### config.mk
export PLATFORM = sky130hd
export DESIGN_NAME = srtf_scheduler_core
export DESIGN_NICKNAME = d
export VERILOG_FILES = /design/src/rtl/srtf_pkg.sv /design/src/rtl/srtf_cell.sv /design/src/rtl/srtf_scheduler_core.sv
export SDC_FILE = /design/constraint.sdc
export NUM_CORES = 2
export LEC_CHECK = 0
export BUFFER_PORTS_ARGS = -buffer_cell sky130_fd_sc_hd__clkbuf_2
export CAP_MARGIN = 20
export CORE_MARGIN = 2
export CORE_UTILIZATION = 60
export CTS_CLUSTER_DIAMETER = 100
export DETAILED_ROUTE_END_ITERATION = 10
export GPL_ROUTABILITY_DRIVEN = 0
export PLACE_DENSITY_LB_ADDON = 0.2
export SETUP_SLACK_MARGIN = 0.2
export SLEW_MARGIN = 25
export SYNTH_ARGS = -nofsm -noshare
export SYNTH_HDL_FRONTEND = slang
export SYNTH_SLANG_ARGS = --single-unit
### constraint.sdc
create_clock -name clock -period 14.2 [get_ports clock]
set_input_delay 1.42 -clock clock [delete_from_list [all_inputs] [get_ports clock]]
set_output_delay 1.42 -clock clock [all_outputs]
set_load 0.01 [all_outputs]
### src/rtl/srtf_pkg.sv
// Shared types and operation codes for the SRTF scheduler.
package srtf_pkg;

   localparam logic [1:0] OP_LOAD  = 2'd0;
   localparam logic [1:0] OP_TICK  = 2'd1;
   localparam logic [1:0] OP_CLEAR = 2'd2;

   localparam logic [15:0] TIME_MAX = 16'hFFFF;

   typedef enum logic [1:0] {
      ST_IDLE,
      ST_SCAN,
      ST_FINISH
   } state_type;

   // Best job seen so far as the scan moves down the chain.
   typedef struct packed {
      logic        found;
      logic [15:0] remaining;
      logic [7:0]  id;
      logic [15:0] arrival;
      logic [15:0] burst;
   } cand_type;

   // Job written into a slot by a load.
   typedef struct packed {
      logic [7:0]  id;
      logic [15:0] arrival;
      logic [15:0] burst;
   } job_type;

endpackage

### src/rtl/srtf_cell.sv
// One job slot of the scheduler chain: holds the job and passes on the best candidate.
module srtf_cell #(
   parameter int IDX_W = 4
) (
   input  logic                 clock,
   input  logic [IDX_W-1:0]     slot_idx,
   input  logic                 active,
   input  logic [15:0]          cur_time,
   input  logic                 wr_en,
   input  srtf_pkg::job_type    wr_job,
   input  logic                 dec_en,
   input  srtf_pkg::cand_type   cand_in,
   input  logic [IDX_W-1:0]     idx_in,
   output srtf_pkg::cand_type   cand_out,
   output logic [IDX_W-1:0]     idx_out
);

   logic [7:0]         id_ff;
   logic [15:0]        arrival_ff;
   logic [15:0]        burst_ff;
   logic [15:0]        remaining_ff;
   logic               finished_ff;
   srtf_pkg::cand_type cand_ff;
   srtf_pkg::cand_type cand_pass_in;
   logic [IDX_W-1:0]   idx_ff;
   logic [IDX_W-1:0]   idx_pass_in;
   logic               eligible;
   logic               take;

   assign eligible = active && !finished_ff && (arrival_ff <= cur_time);
   assign take     = eligible && (!cand_in.found || (remaining_ff < cand_in.remaining));

   always_comb begin
      cand_pass_in = cand_in;
      idx_pass_in  = idx_in;
      if (take) begin
         cand_pass_in.found     = 1'b1;
         cand_pass_in.remaining = remaining_ff;
         cand_pass_in.id        = id_ff;
         cand_pass_in.arrival   = arrival_ff;
         cand_pass_in.burst     = burst_ff;
         idx_pass_in            = slot_idx;
      end
   end

   // Slot contents: written by a load, worn down by the ticks that run it.
   always_ff @(posedge clock) begin
      if (wr_en) begin
         id_ff        <= wr_job.id;
         arrival_ff   <= wr_job.arrival;
         burst_ff     <= wr_job.burst;
         remaining_ff <= wr_job.burst;
         finished_ff  <= 1'b0;
      end else if (dec_en) begin
         remaining_ff <= remaining_ff - 16'd1;
         if (remaining_ff == 16'd1) begin
            finished_ff <= 1'b1;
         end
      end
   end

   always_ff @(posedge clock) begin
      cand_ff <= cand_pass_in;
      idx_ff  <= idx_pass_in;
   end

   assign cand_out = cand_ff;
   assign idx_out  = idx_ff;

endmodule

### src/rtl/srtf_scheduler_core.sv
// Top level of the shortest-remaining-time-first scheduler with its slot chain.
//
// Jobs live in a chain of MAX_JOBS identical cells, one job per cell. A load
// transaction writes the next free cell. A tick transaction sends an empty
// candidate down the chain, one cell per clock, each cell replacing it with
// its own job when that job has arrived, is unfinished and has strictly less
// remaining time, so ties go to the lower slot. Once the winner leaves the
// last cell, a finish step decrements it, advances the saturating time counter
// and, if the job is done, loads the result register; a finish step that
// completes a job waits while an earlier result is still held on the rsp side.
// Input stays stalled while a tick is in the chain and in its finish step, so
// a new tick is not accepted before the last one is done. Clear keeps the
// current time.
module srtf_scheduler_core #(
   parameter int MAX_JOBS = 16
) (
   input  logic        clock,
   input  logic        reset,
   input  logic        req_valid,
   output logic        req_stall,
   input  logic [1:0]  req_operation,
   input  logic [7:0]  req_job_id,
   input  logic [15:0] req_arrival_time,
   input  logic [15:0] req_burst_length,
   output logic        rsp_valid,
   input  logic        rsp_stall,
   output logic [7:0]  rsp_finished_id,
   output logic [15:0] rsp_completion_time,
   output logic [15:0] rsp_turnaround,
   output logic [15:0] rsp_waiting,
   output logic        rsp_all_done
);

   localparam int IDX_W = (MAX_JOBS > 1) ? $clog2(MAX_JOBS) : 1;
   localparam int CNT_W = $clog2(MAX_JOBS + 1);

   // Control state
   srtf_pkg::state_type state_ff, state_in;
   logic [IDX_W-1:0]    cnt_ff, cnt_in;
   logic [CNT_W-1:0]    job_count_ff, job_count_in;
   logic [CNT_W-1:0]    done_count_ff, done_count_in;
   logic [15:0]         time_ff, time_in;
   logic                rsp_valid_ff, rsp_valid_in;

   // Result payload
   logic [7:0]          rsp_id_ff;
   logic [15:0]         rsp_completion_ff;
   logic [15:0]         rsp_turnaround_ff;
   logic [15:0]         rsp_waiting_ff;
   logic                rsp_all_done_ff;

   // Chain wiring
   srtf_pkg::cand_type  cand_chain [MAX_JOBS+1];
   logic [IDX_W-1:0]    idx_chain  [MAX_JOBS+1];

   logic                req_accept;
   logic                scan_last;
   logic                finish_go;
   logic                finish_hit;
   logic                do_load;
   logic                do_clear;
   logic                do_tick;
   logic                job_done;
   srtf_pkg::cand_type  best;
   logic [IDX_W-1:0]    best_idx;
   logic [15:0]         next_time;
   logic [15:0]         turn;
   logic [15:0]         wait_units;
   logic [CNT_W-1:0]    done_plus;
   srtf_pkg::job_type   load_job;

   assign req_accept = req_valid && !req_stall;
   assign do_load    = req_accept && (req_operation == srtf_pkg::OP_LOAD);
   assign do_tick    = req_accept && (req_operation == srtf_pkg::OP_TICK);
   assign do_clear   = req_accept && (req_operation == srtf_pkg::OP_CLEAR);
   assign scan_last  = (cnt_ff == IDX_W'(MAX_JOBS - 1));

   // Winner of the scan, as it leaves the last cell
   assign best     = cand_chain[MAX_JOBS];
   assign best_idx = idx_chain[MAX_JOBS];
   assign job_done = best.found && (best.remaining == 16'd1);

   // Hold a job-completing finish step while an older result waits on the rsp side
   assign finish_go  = (state_ff == srtf_pkg::ST_FINISH) &&
                       !(job_done && rsp_valid_ff && rsp_stall);
   assign finish_hit = finish_go && best.found;

   // Saturate time; results use the advanced value
   assign next_time  = (time_ff == srtf_pkg::TIME_MAX) ? time_ff : time_ff + 16'd1;
   assign turn       = next_time - best.arrival;
   assign wait_units = (turn >= best.burst) ? turn - best.burst : 16'd0;
   assign done_plus  = done_count_ff + CNT_W'(1);

   // Zero burst is stored as one unit
   always_comb begin
      load_job.id      = req_job_id;
      load_job.arrival = req_arrival_time;
      load_job.burst   = (req_burst_length == 16'd0) ? 16'd1 : req_burst_length;
   end

   // Next state
   always_comb begin
      state_in = state_ff;
      case (state_ff)
         srtf_pkg::ST_IDLE: begin
            if (do_tick) begin
               state_in = srtf_pkg::ST_SCAN;
            end
         end
         srtf_pkg::ST_SCAN: begin
            if (scan_last) begin
               state_in = srtf_pkg::ST_FINISH;
            end
         end
         srtf_pkg::ST_FINISH: begin
            if (finish_go) begin
               state_in = srtf_pkg::ST_IDLE;
            end
         end
         default: state_in = srtf_pkg::ST_IDLE;
      endcase
   end

   // State machine outputs
   always_comb begin
      req_stall = 1'b1;
      cnt_in    = cnt_ff;
      case (state_ff)
         srtf_pkg::ST_IDLE: begin
            req_stall = 1'b0;
            cnt_in    = '0;
         end
         srtf_pkg::ST_SCAN: begin
            cnt_in = cnt_ff + IDX_W'(1);
         end
         srtf_pkg::ST_FINISH: begin
            cnt_in = '0;
         end
         default: begin
            req_stall = 1'b1;
            cnt_in    = '0;
         end
      endcase
   end

   // Counters and result handshake
   always_comb begin
      job_count_in  = job_count_ff;
      done_count_in = done_count_ff;
      time_in       = time_ff;
      rsp_valid_in  = rsp_valid_ff && rsp_stall;
      if (do_load && (job_count_ff < CNT_W'(MAX_JOBS))) begin
         job_count_in = job_count_ff + CNT_W'(1);
      end
      if (do_clear) begin
         job_count_in  = '0;
         done_count_in = '0;
      end
      if (finish_go) begin
         time_in = next_time;
         if (job_done) begin
            done_count_in = done_plus;
            rsp_valid_in  = 1'b1;
         end
      end
   end

   always_ff @(posedge clock) begin
      if (reset) begin
         state_ff      <= srtf_pkg::ST_IDLE;
         cnt_ff        <= '0;
         job_count_ff  <= '0;
         done_count_ff <= '0;
         time_ff       <= '0;
         rsp_valid_ff  <= 1'b0;
      end else begin
         state_ff      <= state_in;
         cnt_ff        <= cnt_in;
         job_count_ff  <= job_count_in;
         done_count_ff <= done_count_in;
         time_ff       <= time_in;
         rsp_valid_ff  <= rsp_valid_in;
      end
   end

   // Capture the result of a finishing tick
   always_ff @(posedge clock) begin
      if (finish_go && job_done) begin
         rsp_id_ff         <= best.id;
         rsp_completion_ff <= next_time;
         rsp_turnaround_ff <= turn;
         rsp_waiting_ff    <= wait_units;
         rsp_all_done_ff   <= (done_plus == job_count_ff);
      end
   end

   // Feed an empty candidate into the head of the chain
   assign cand_chain[0] = '0;
   assign idx_chain[0]  = '0;

   for (genvar g = 0; g < MAX_JOBS; g++) begin : g_cell
      srtf_cell #(
         .IDX_W(IDX_W)
      ) u_cell (
         .clock    (clock),
         .slot_idx (IDX_W'(g)),
         .active   (CNT_W'(g) < job_count_ff),
         .cur_time (time_ff),
         .wr_en    (do_load && (job_count_ff == CNT_W'(g))),
         .wr_job   (load_job),
         .dec_en   (finish_hit && (best_idx == IDX_W'(g))),
         .cand_in  (cand_chain[g]),
         .idx_in   (idx_chain[g]),
         .cand_out (cand_chain[g+1]),
         .idx_out  (idx_chain[g+1])
      );
   end

   assign rsp_valid           = rsp_valid_ff;
   assign rsp_finished_id     = rsp_id_ff;
   assign rsp_completion_time = rsp_completion_ff;
   assign rsp_turnaround      = rsp_turnaround_ff;
   assign rsp_waiting         = rsp_waiting_ff;
   assign rsp_all_done        = rsp_all_done_ff;

`ifndef SYNTH
   a_done_le_jobs: assert property (@(posedge clock) disable iff (reset)
      done_count_ff <= job_count_ff)
      else $error("done count exceeds job count");

   a_rsp_from_finish: assert property (@(posedge clock) disable iff (reset)
      $rose(rsp_valid_ff) |-> $past(state_ff == srtf_pkg::ST_FINISH))
      else $error("result raised outside the finish step");

   a_time_frozen_in_scan: assert property (@(posedge clock) disable iff (reset)
      (state_ff == srtf_pkg::ST_SCAN) |=> $stable(time_ff))
      else $error("time moved during a scan");

   a_tick_starts_scan: assert property (@(posedge clock) disable iff (reset)
      do_tick |=> (state_ff == srtf_pkg::ST_SCAN) && (cnt_ff == '0))
      else $error("tick did not start a scan");
`endif

endmodule

# Yosys cells after proc, flatten, opt, wreduce, memory -nomap -nowiden
# Cells that the tools add are included.
# op_classes
n_addsub,22
magnitude_cmp,49
eq_ne,57
n_mux,61
n_bitwise,1
n_reduce_logical,178
# ops
op,n
2-to-1 mux 56 bit,15
2-to-1 mux 16 bit,34
== test 16 x 1 -> 1 bit (second input constant),17
<= comparator 16 bit,16
subtractor 16 x 1 -> 16 bit (second input constant),16
< comparator 16 bit,15
logical AND 1 bit,91
2-to-1 mux 57 bit,1
== test 5 x 4 -> 1 bit (second input constant),8
< comparator 4 x 5 -> 1 bit (first input constant),8
== test 4 bit (second input constant),9
logical NOT 1 bit,32
AND reduction 2 bit,16
nonzero test 2 bit,16
subtractor 16 bit,2
== test 5 x 3 -> 1 bit (second input constant),4
< comparator 3 x 5 -> 1 bit (first input constant),4
adder 16 x 1 -> 16 bit (second input constant),1
== test 16 bit (second input constant),1
== test 4 x 3 -> 1 bit (second input constant),4
>= comparator 16 bit,1
logical NOT 16 bit,1
logical OR 1 bit,15
2-to-1 mux 5 bit,3
other kinds (22),38
# totals
reg_bits,1963
input_bits,46
output_inout_bits,59
elab_cells,554

# Logic depth before layout (Yosys ltp)
# depth
depth_word,10
ltp_mapped,23
depth_no_buf,22

# By module
# From an unflattened synthesis, not the netlist that was laid out.
# hier_totals
hier_cells,6667
area_unflattened_um2,84155.7
# by_module_without_submodules
module,n_inst,cells_each,area_each_um2
srtf_cell,16,376,4893.4
srtf_scheduler_core,1,651,5860.6

# Least setup slack after synthesis
# OpenSTA, ideal clock, no wires.
# synth_timing
kind,register to register
startpoint,reg time_ff[0]
endpoint,"reg rsp_waiting_ff[9] (netlist: rsp_waiting[9]), data pin"
setup_time_ps,254
t_arrival_ps,5850
required_ps,13946
slack_ps,8096
path_stages_with_launch,22
period_less_slack_ps,6104
path_cell_list,dfxtp_1 ha_1 nand2_1 or4_1 clkbuf_1 o21ai_0 ha_1 nor2b_1 o21ai_0 a21boi_0 o21a_1 a2111oi_0 o31a_1 nand2_1 xor2_1 ha_1 and2_1 a221o_2 a2111o_1 a31oi_4 buf_6 nor2_1
# synth_via
elab_chain_cells,4
# synth_lines
item,line_no,source
"start, declared",srtf_scheduler_core.sv:42,"logic [15:0] time_ff, time_in;"
"start signal, assigned",srtf_scheduler_core.sv:181,time_ff <= time_in;
adder 16 x 1 -> 16 bit or == test 16 bit (tied branches),srtf_scheduler_core.sv:89,assign next_time = (time_ff == srtf_pkg::TIME_MAX) ? time_ff : time_ff + 16'd1;
2-to-1 mux 16 bit (*),srtf_scheduler_core.sv:89,
named net next_time[1],srtf_scheduler_core.sv:66,logic [15:0] next_time;
subtractor 16 bit (*),srtf_scheduler_core.sv:90,assign turn = next_time - best.arrival;
named net turn[11],srtf_scheduler_core.sv:67,logic [15:0] turn;
>= comparator 16 bit (*),srtf_scheduler_core.sv:91,assign wait_units = (turn >= best.burst) ? turn - best.burst : 16'd0;
"end signal, assigned",srtf_scheduler_core.sv:192,rsp_waiting_ff <= wait_units;
"end, declared",srtf_scheduler_core.sv:49,logic [15:0] rsp_waiting_ff;
# The timed path passes the listed nets; every way through them passes the cells marked *.
# A chain may end at the register's enable or synchronous reset.

# Final worst setup path
# layout_timing
startpoint,reg time_ff[4]
endpoint,"reg rsp_waiting_ff[15] (netlist: rsp_waiting[15]), data pin"
# layout_via
elab_chain_cells,4
# layout_lines
item,line_no
== test 16 bit (*),srtf_scheduler_core.sv:89
2-to-1 mux 16 bit (*),srtf_scheduler_core.sv:89
named net next_time[1],srtf_scheduler_core.sv:66
subtractor 16 bit (*),srtf_scheduler_core.sv:90
named net turn[9],srtf_scheduler_core.sv:67
subtractor 16 bit or >= comparator 16 bit (tied branches),srtf_scheduler_core.sv:91
# Marked as above.

==> metrics.txt <==
run status=finished clean; Routed wire per std cell=20.8 um; total chip power=11.3 mW; arithmetic-cell share of the synthesized area counting full adders, half adders and majority gates=8.50%; total congestion overflow=0; layout cell share with drive strength beyond 1=between 15 and 20%; number of buffers inserted by hold repair at cts=0; cells resized by post-CTS repair=0; end of the worst register-to-register path=rsp_waiting[15]$_SDFFCE_PN0P_; clock period minus final worst setup slack=6.69 ns; combinational fraction of design power=2.5%; area inside the core boundary=between 100,000 and 150,000 sq um; count of warnings emitted by yosys=0; overall track demand over capacity in global routing=between 20% and 30%; setup slack, reg-to-reg=7.51 ns; transition at the pin with the smallest max-transition slack=1.08 ns; total power per unit cell area=124 nW/um^2; number of I/O port buffers=~100; path category of the worst min-delay check=register to register; first-pass GRT wire length=approximately 280 mm; Critical Path Start=time_ff[4]$_SDFFE_PP0P_; Via Count=48,900; max capacitance violation total=0; area share of xor/xnor cells in the synthesized design=2.71%; most instantiated flip-flop cell in the synthesis netlist=sky130_fd_sc_hd__dfxtp_1; sequential-to-total area share from yosys stat=59.9%; buffer cell driving the clock tree root=sky130_fd_sc_hd__clkbuf_16; capturing element of the worst setup path=rsp_waiting[15]$_SDFFCE_PN0P_; Final Hold Fails=0; classification of the worst setup path=register to register; critical path endpoint category=register; share of the clock period used by the worst path after layout=47.1%; final routed DRC violation total=0; boundary pin count=105; vertical die dimension=372 um; maximum fanout count along the critical path=16; via count of the first global-routing pass=48,900; Max rail drop VDD=0.000102 V; required time of the critical path=14.73 ns; via count normalized by instance count=5.72; fraction of synthesis flops using an asynchronous set or reset pin=0%; Slew HR=28.2%; count of antenna-violating nets left after detailed routing=0; chip width=between 300 and 400 um; Cell Rows=135; Worst EP arrival=7.22 ns; reg-to-reg startpoint=time_ff[4]$_SDFFE_PP0P_; cts bufs inserted=190; count of fill cells added during filler insertion=9,626; EDFF count, synth=~950; post-synthesis sequential element count=1,963; largest net degree at the start of global routing=74; max-slew violation total from the final report=0; multiplexer share of the synthesized area=9.33%; area of the mapped netlist=approximately 81,000 sq um; count of different cell masters after synthesis=73; combined flip-flop and latch cell area=48,800 sq um; Layout Skew=0.0442 ns; H-tree Lvls=4; clock insertion delay at the later pin of the skew report=0.81 ns; Cells after Synth=6,454; Final Util=67.0%; cell internal pwr=8.95 mW; Worst Reg2Reg Path Length in Cells=20; Area growth, synth to finish=11.2%; compound-gate portion of the synthesized area=under 10%; final sum of negative setup slack=0 ns; Final HPWL DP=~120 mm; first-pass iteration count of the detailed router=6; total leakage power=36.0 nW; effective utilization at floorplan=60.3%; Syn Area/Cell=between 10 and 15 sq um; Clock power frac=44.4%; buffer depth of the longest clock path=3; Post-Syn Nets=about 7,100; switching fraction of total power=20.6%; sequential share of power=a little over half; final setup fails=0; Net Switching=between 2 and 2.5 mW; number of violations reported at the end of detailed-routing iteration 0=3,433; multi-input logic area=30,600 sq um; overall routed net length=178 mm; simple-gate share of the synthesized area=8.50%; clock transition time at the flip-flop clock pins of the worst setup and hold paths=0.06 ns; RSZ-0062 raised after global routing=false; clock tree from TritonCTS=yes; largest family of logic cells by synthesized area=multiplexers; Clock Sink Count=between 1,500 and 2,000; Max Clk Rate=between 0.1 and 0.15 GHz; floorplan die area=139,000 sq um; hold path startpoint=g_cell[8].u_cell.idx_out[0]$_SDFF_PP0_; number of nets in the layout=7,199; initial antenna violation count=2; post-CTS repair timing setup buffer count=0; kind of start point of the critical path=register
-- metal layers --
layer | track usage, % | vias up | wire length (um)
li1 | - | 23600 | -
met1 | 35.4 | 23600 | 79700
met2 | 41.6 | 1320 | 83100
met3 | 3.37 | 341 | 8850
met4 | 9.34 | 0 | 5900
met5 | 0 | - | 0
-- power by group through the flow --
stage          clock [mW]  sequential [mW]  combinational, mW
5_1_grt              5.30             5.99              0.304
3_3_place_gp            0             6.11              0.265
2_1_floorplan           0             6.10              0.168
4_1_cts              5.08             5.99              0.279
6_report             5.00             5.99              0.280
3_5_place_dp            0             6.11              0.274
-- cell usage in the layout (no fill, tap or decap), drive strengths merged, types with 97 or more instances in the layout --
| master | count |
|---|---|
| dfxtp | 1010 |
| edfxtp | 953 |
| mux2 | 660 |
| ha | 550 |
| nor2 | 434 |
| clkbuf | 377 |
| a21oi | 367 |
| inv | 357 |
| nand2 | 276 |
| a21o | 191 |
| xnor2 | 177 |
| o2bb2ai | 113 |
| o21ai | 107 |
| buf | 97 |
-- state kept, by name (all words and copies together) (netlist names), 49 cells and up --
| register | flops |
|---|---|
| g_cell.u_cell.id_ff | 128 |
| g_cell.u_cell.idx_out | 49 |
| g_cell.u_cell.remaining_ff | 256 |
| g_cell.u_cell.burst_ff | 256 |
| g_cell.u_cell.cand_out | 912 |
| g_cell.u_cell.arrival_ff | 256 |
-- worst min path at each step --
stage / endpoint / slack [ns] / cells after the start
4_1_cts: rsp_finished_id[7]$_DFFE_PP_ / 0.40 / 0
3_3_place_gp: rsp_finished_id[6]$_DFFE_PP_ / 0.39 / 0
5_1_grt: rsp_finished_id[7]$_DFFE_PP_ / 0.41 / 0
3_5_place_dp: rsp_finished_id[7]$_DFFE_PP_ / 0.39 / 0
2_1_floorplan: rsp_finished_id[0]$_DFFE_PP_ / 0.39 / 0
6_report: g_cell[9].u_cell.idx_out[0]$_SDFF_PP1_ / 0.40 / 1
-- synth_stat cells, drive strengths merged (25+ instances only) --
library cell | number | share of area [%]
a211oi | 32 | 0.29
nand2 | 276 | 1.3
xnor2 | 177 | 1.9
dfxtp | 1010 | 25
a21o | 191 | 1.8
or4 | 29 | 0.27
o2bb2ai | 113 | 1.2
nor3 | 96 | 0.60
and3 | 54 | 0.42
ha | 550 | 8.4
inv | 353 | 1.6
a31oi | 32 | 0.26
or2 | 25 | 0.19
o21ai | 107 | 0.66
edfxtp | 953 | 35
mux2 | 660 | 9.1
nor4 | 70 | 0.54
nand3 | 74 | 0.45
xor2 | 75 | 0.81
a21oi | 367 | 2.3
nor2 | 434 | 2.0
nand4 | 80 | 0.61
nand2b | 51 | 0.39
clkbuf | 175 | 0.81
buf | 71 | 0.39
and2 | 63 | 0.48
o21a | 48 | 0.44
nor2b | 74 | 0.57
-- critical path: stages (launching register included) --
cell and delay, ns:
sky130_fd_sc_hd__dfxtp_1 0.40, sky130_fd_sc_hd__and4_1 0.28, sky130_fd_sc_hd__nand3_1 0.24, sky130_fd_sc_hd__or4_1 0.70, sky130_fd_sc_hd__o21ai_0 0.51, sky130_fd_sc_hd__ha_1 0.33
sky130_fd_sc_hd__nor2b_1 0.12, sky130_fd_sc_hd__o21ai_0 0.19, sky130_fd_sc_hd__a21boi_0 0.15, sky130_fd_sc_hd__o21a_1 0.20, sky130_fd_sc_hd__a2111oi_0 0.67, sky130_fd_sc_hd__o21bai_1 0.13
sky130_fd_sc_hd__a21oi_1 0.23, sky130_fd_sc_hd__xnor2_1 0.20, sky130_fd_sc_hd__ha_1 0.37, sky130_fd_sc_hd__a21oi_1 0.20, sky130_fd_sc_hd__o21ai_2 0.10, sky130_fd_sc_hd__a221o_2 0.41
sky130_fd_sc_hd__a2111o_1 0.44, sky130_fd_sc_hd__a31oi_4 0.44, sky130_fd_sc_hd__nor2_1 0.12
-- metrics by stage --
step	instance area (sq um)	hold slack, ns	worst slack (ns)	std cells
final	90600	0.399	7.51	8552
after floorplan	81500	0.386	8.10	6454
after CTS	90500	0.405	7.52	8550
after global routing	90600	0.407	6.89	8551
after detailed placement	84200	0.390	7.56	8190
after global placement	84200	0.387	7.66	8189
-- logic make-up (layout without fill, tap and decap cells) --
| logic type | count (synthesis) | count (layout) |
|---|---|---|
| DFF | 1963 | 1963 |
| and+or+nand+nor | 1397 | 1397 |
| AOI/OAI and AO/OA | 1014 | 1014 |
| muxes | 677 | 677 |
| buffers and inverters | 599 | 914 |
| adders and majority gates | 552 | 552 |
| xor gates and xnor gates | 252 | 252 |
| other | 0 | 2 |
-- cell type report --
cell class              count  area share [%]
repair buffers            201            1.39
diodes                      2         0.00553
multi-input cells        3892            33.8
flip-flops and latches   1963            53.9
inverters                 353            1.46
clock inverters            87            1.08
well taps                1781            2.46
clock buffers             273            5.88
No activity file was read; power rests on OpenSTA's default activity.
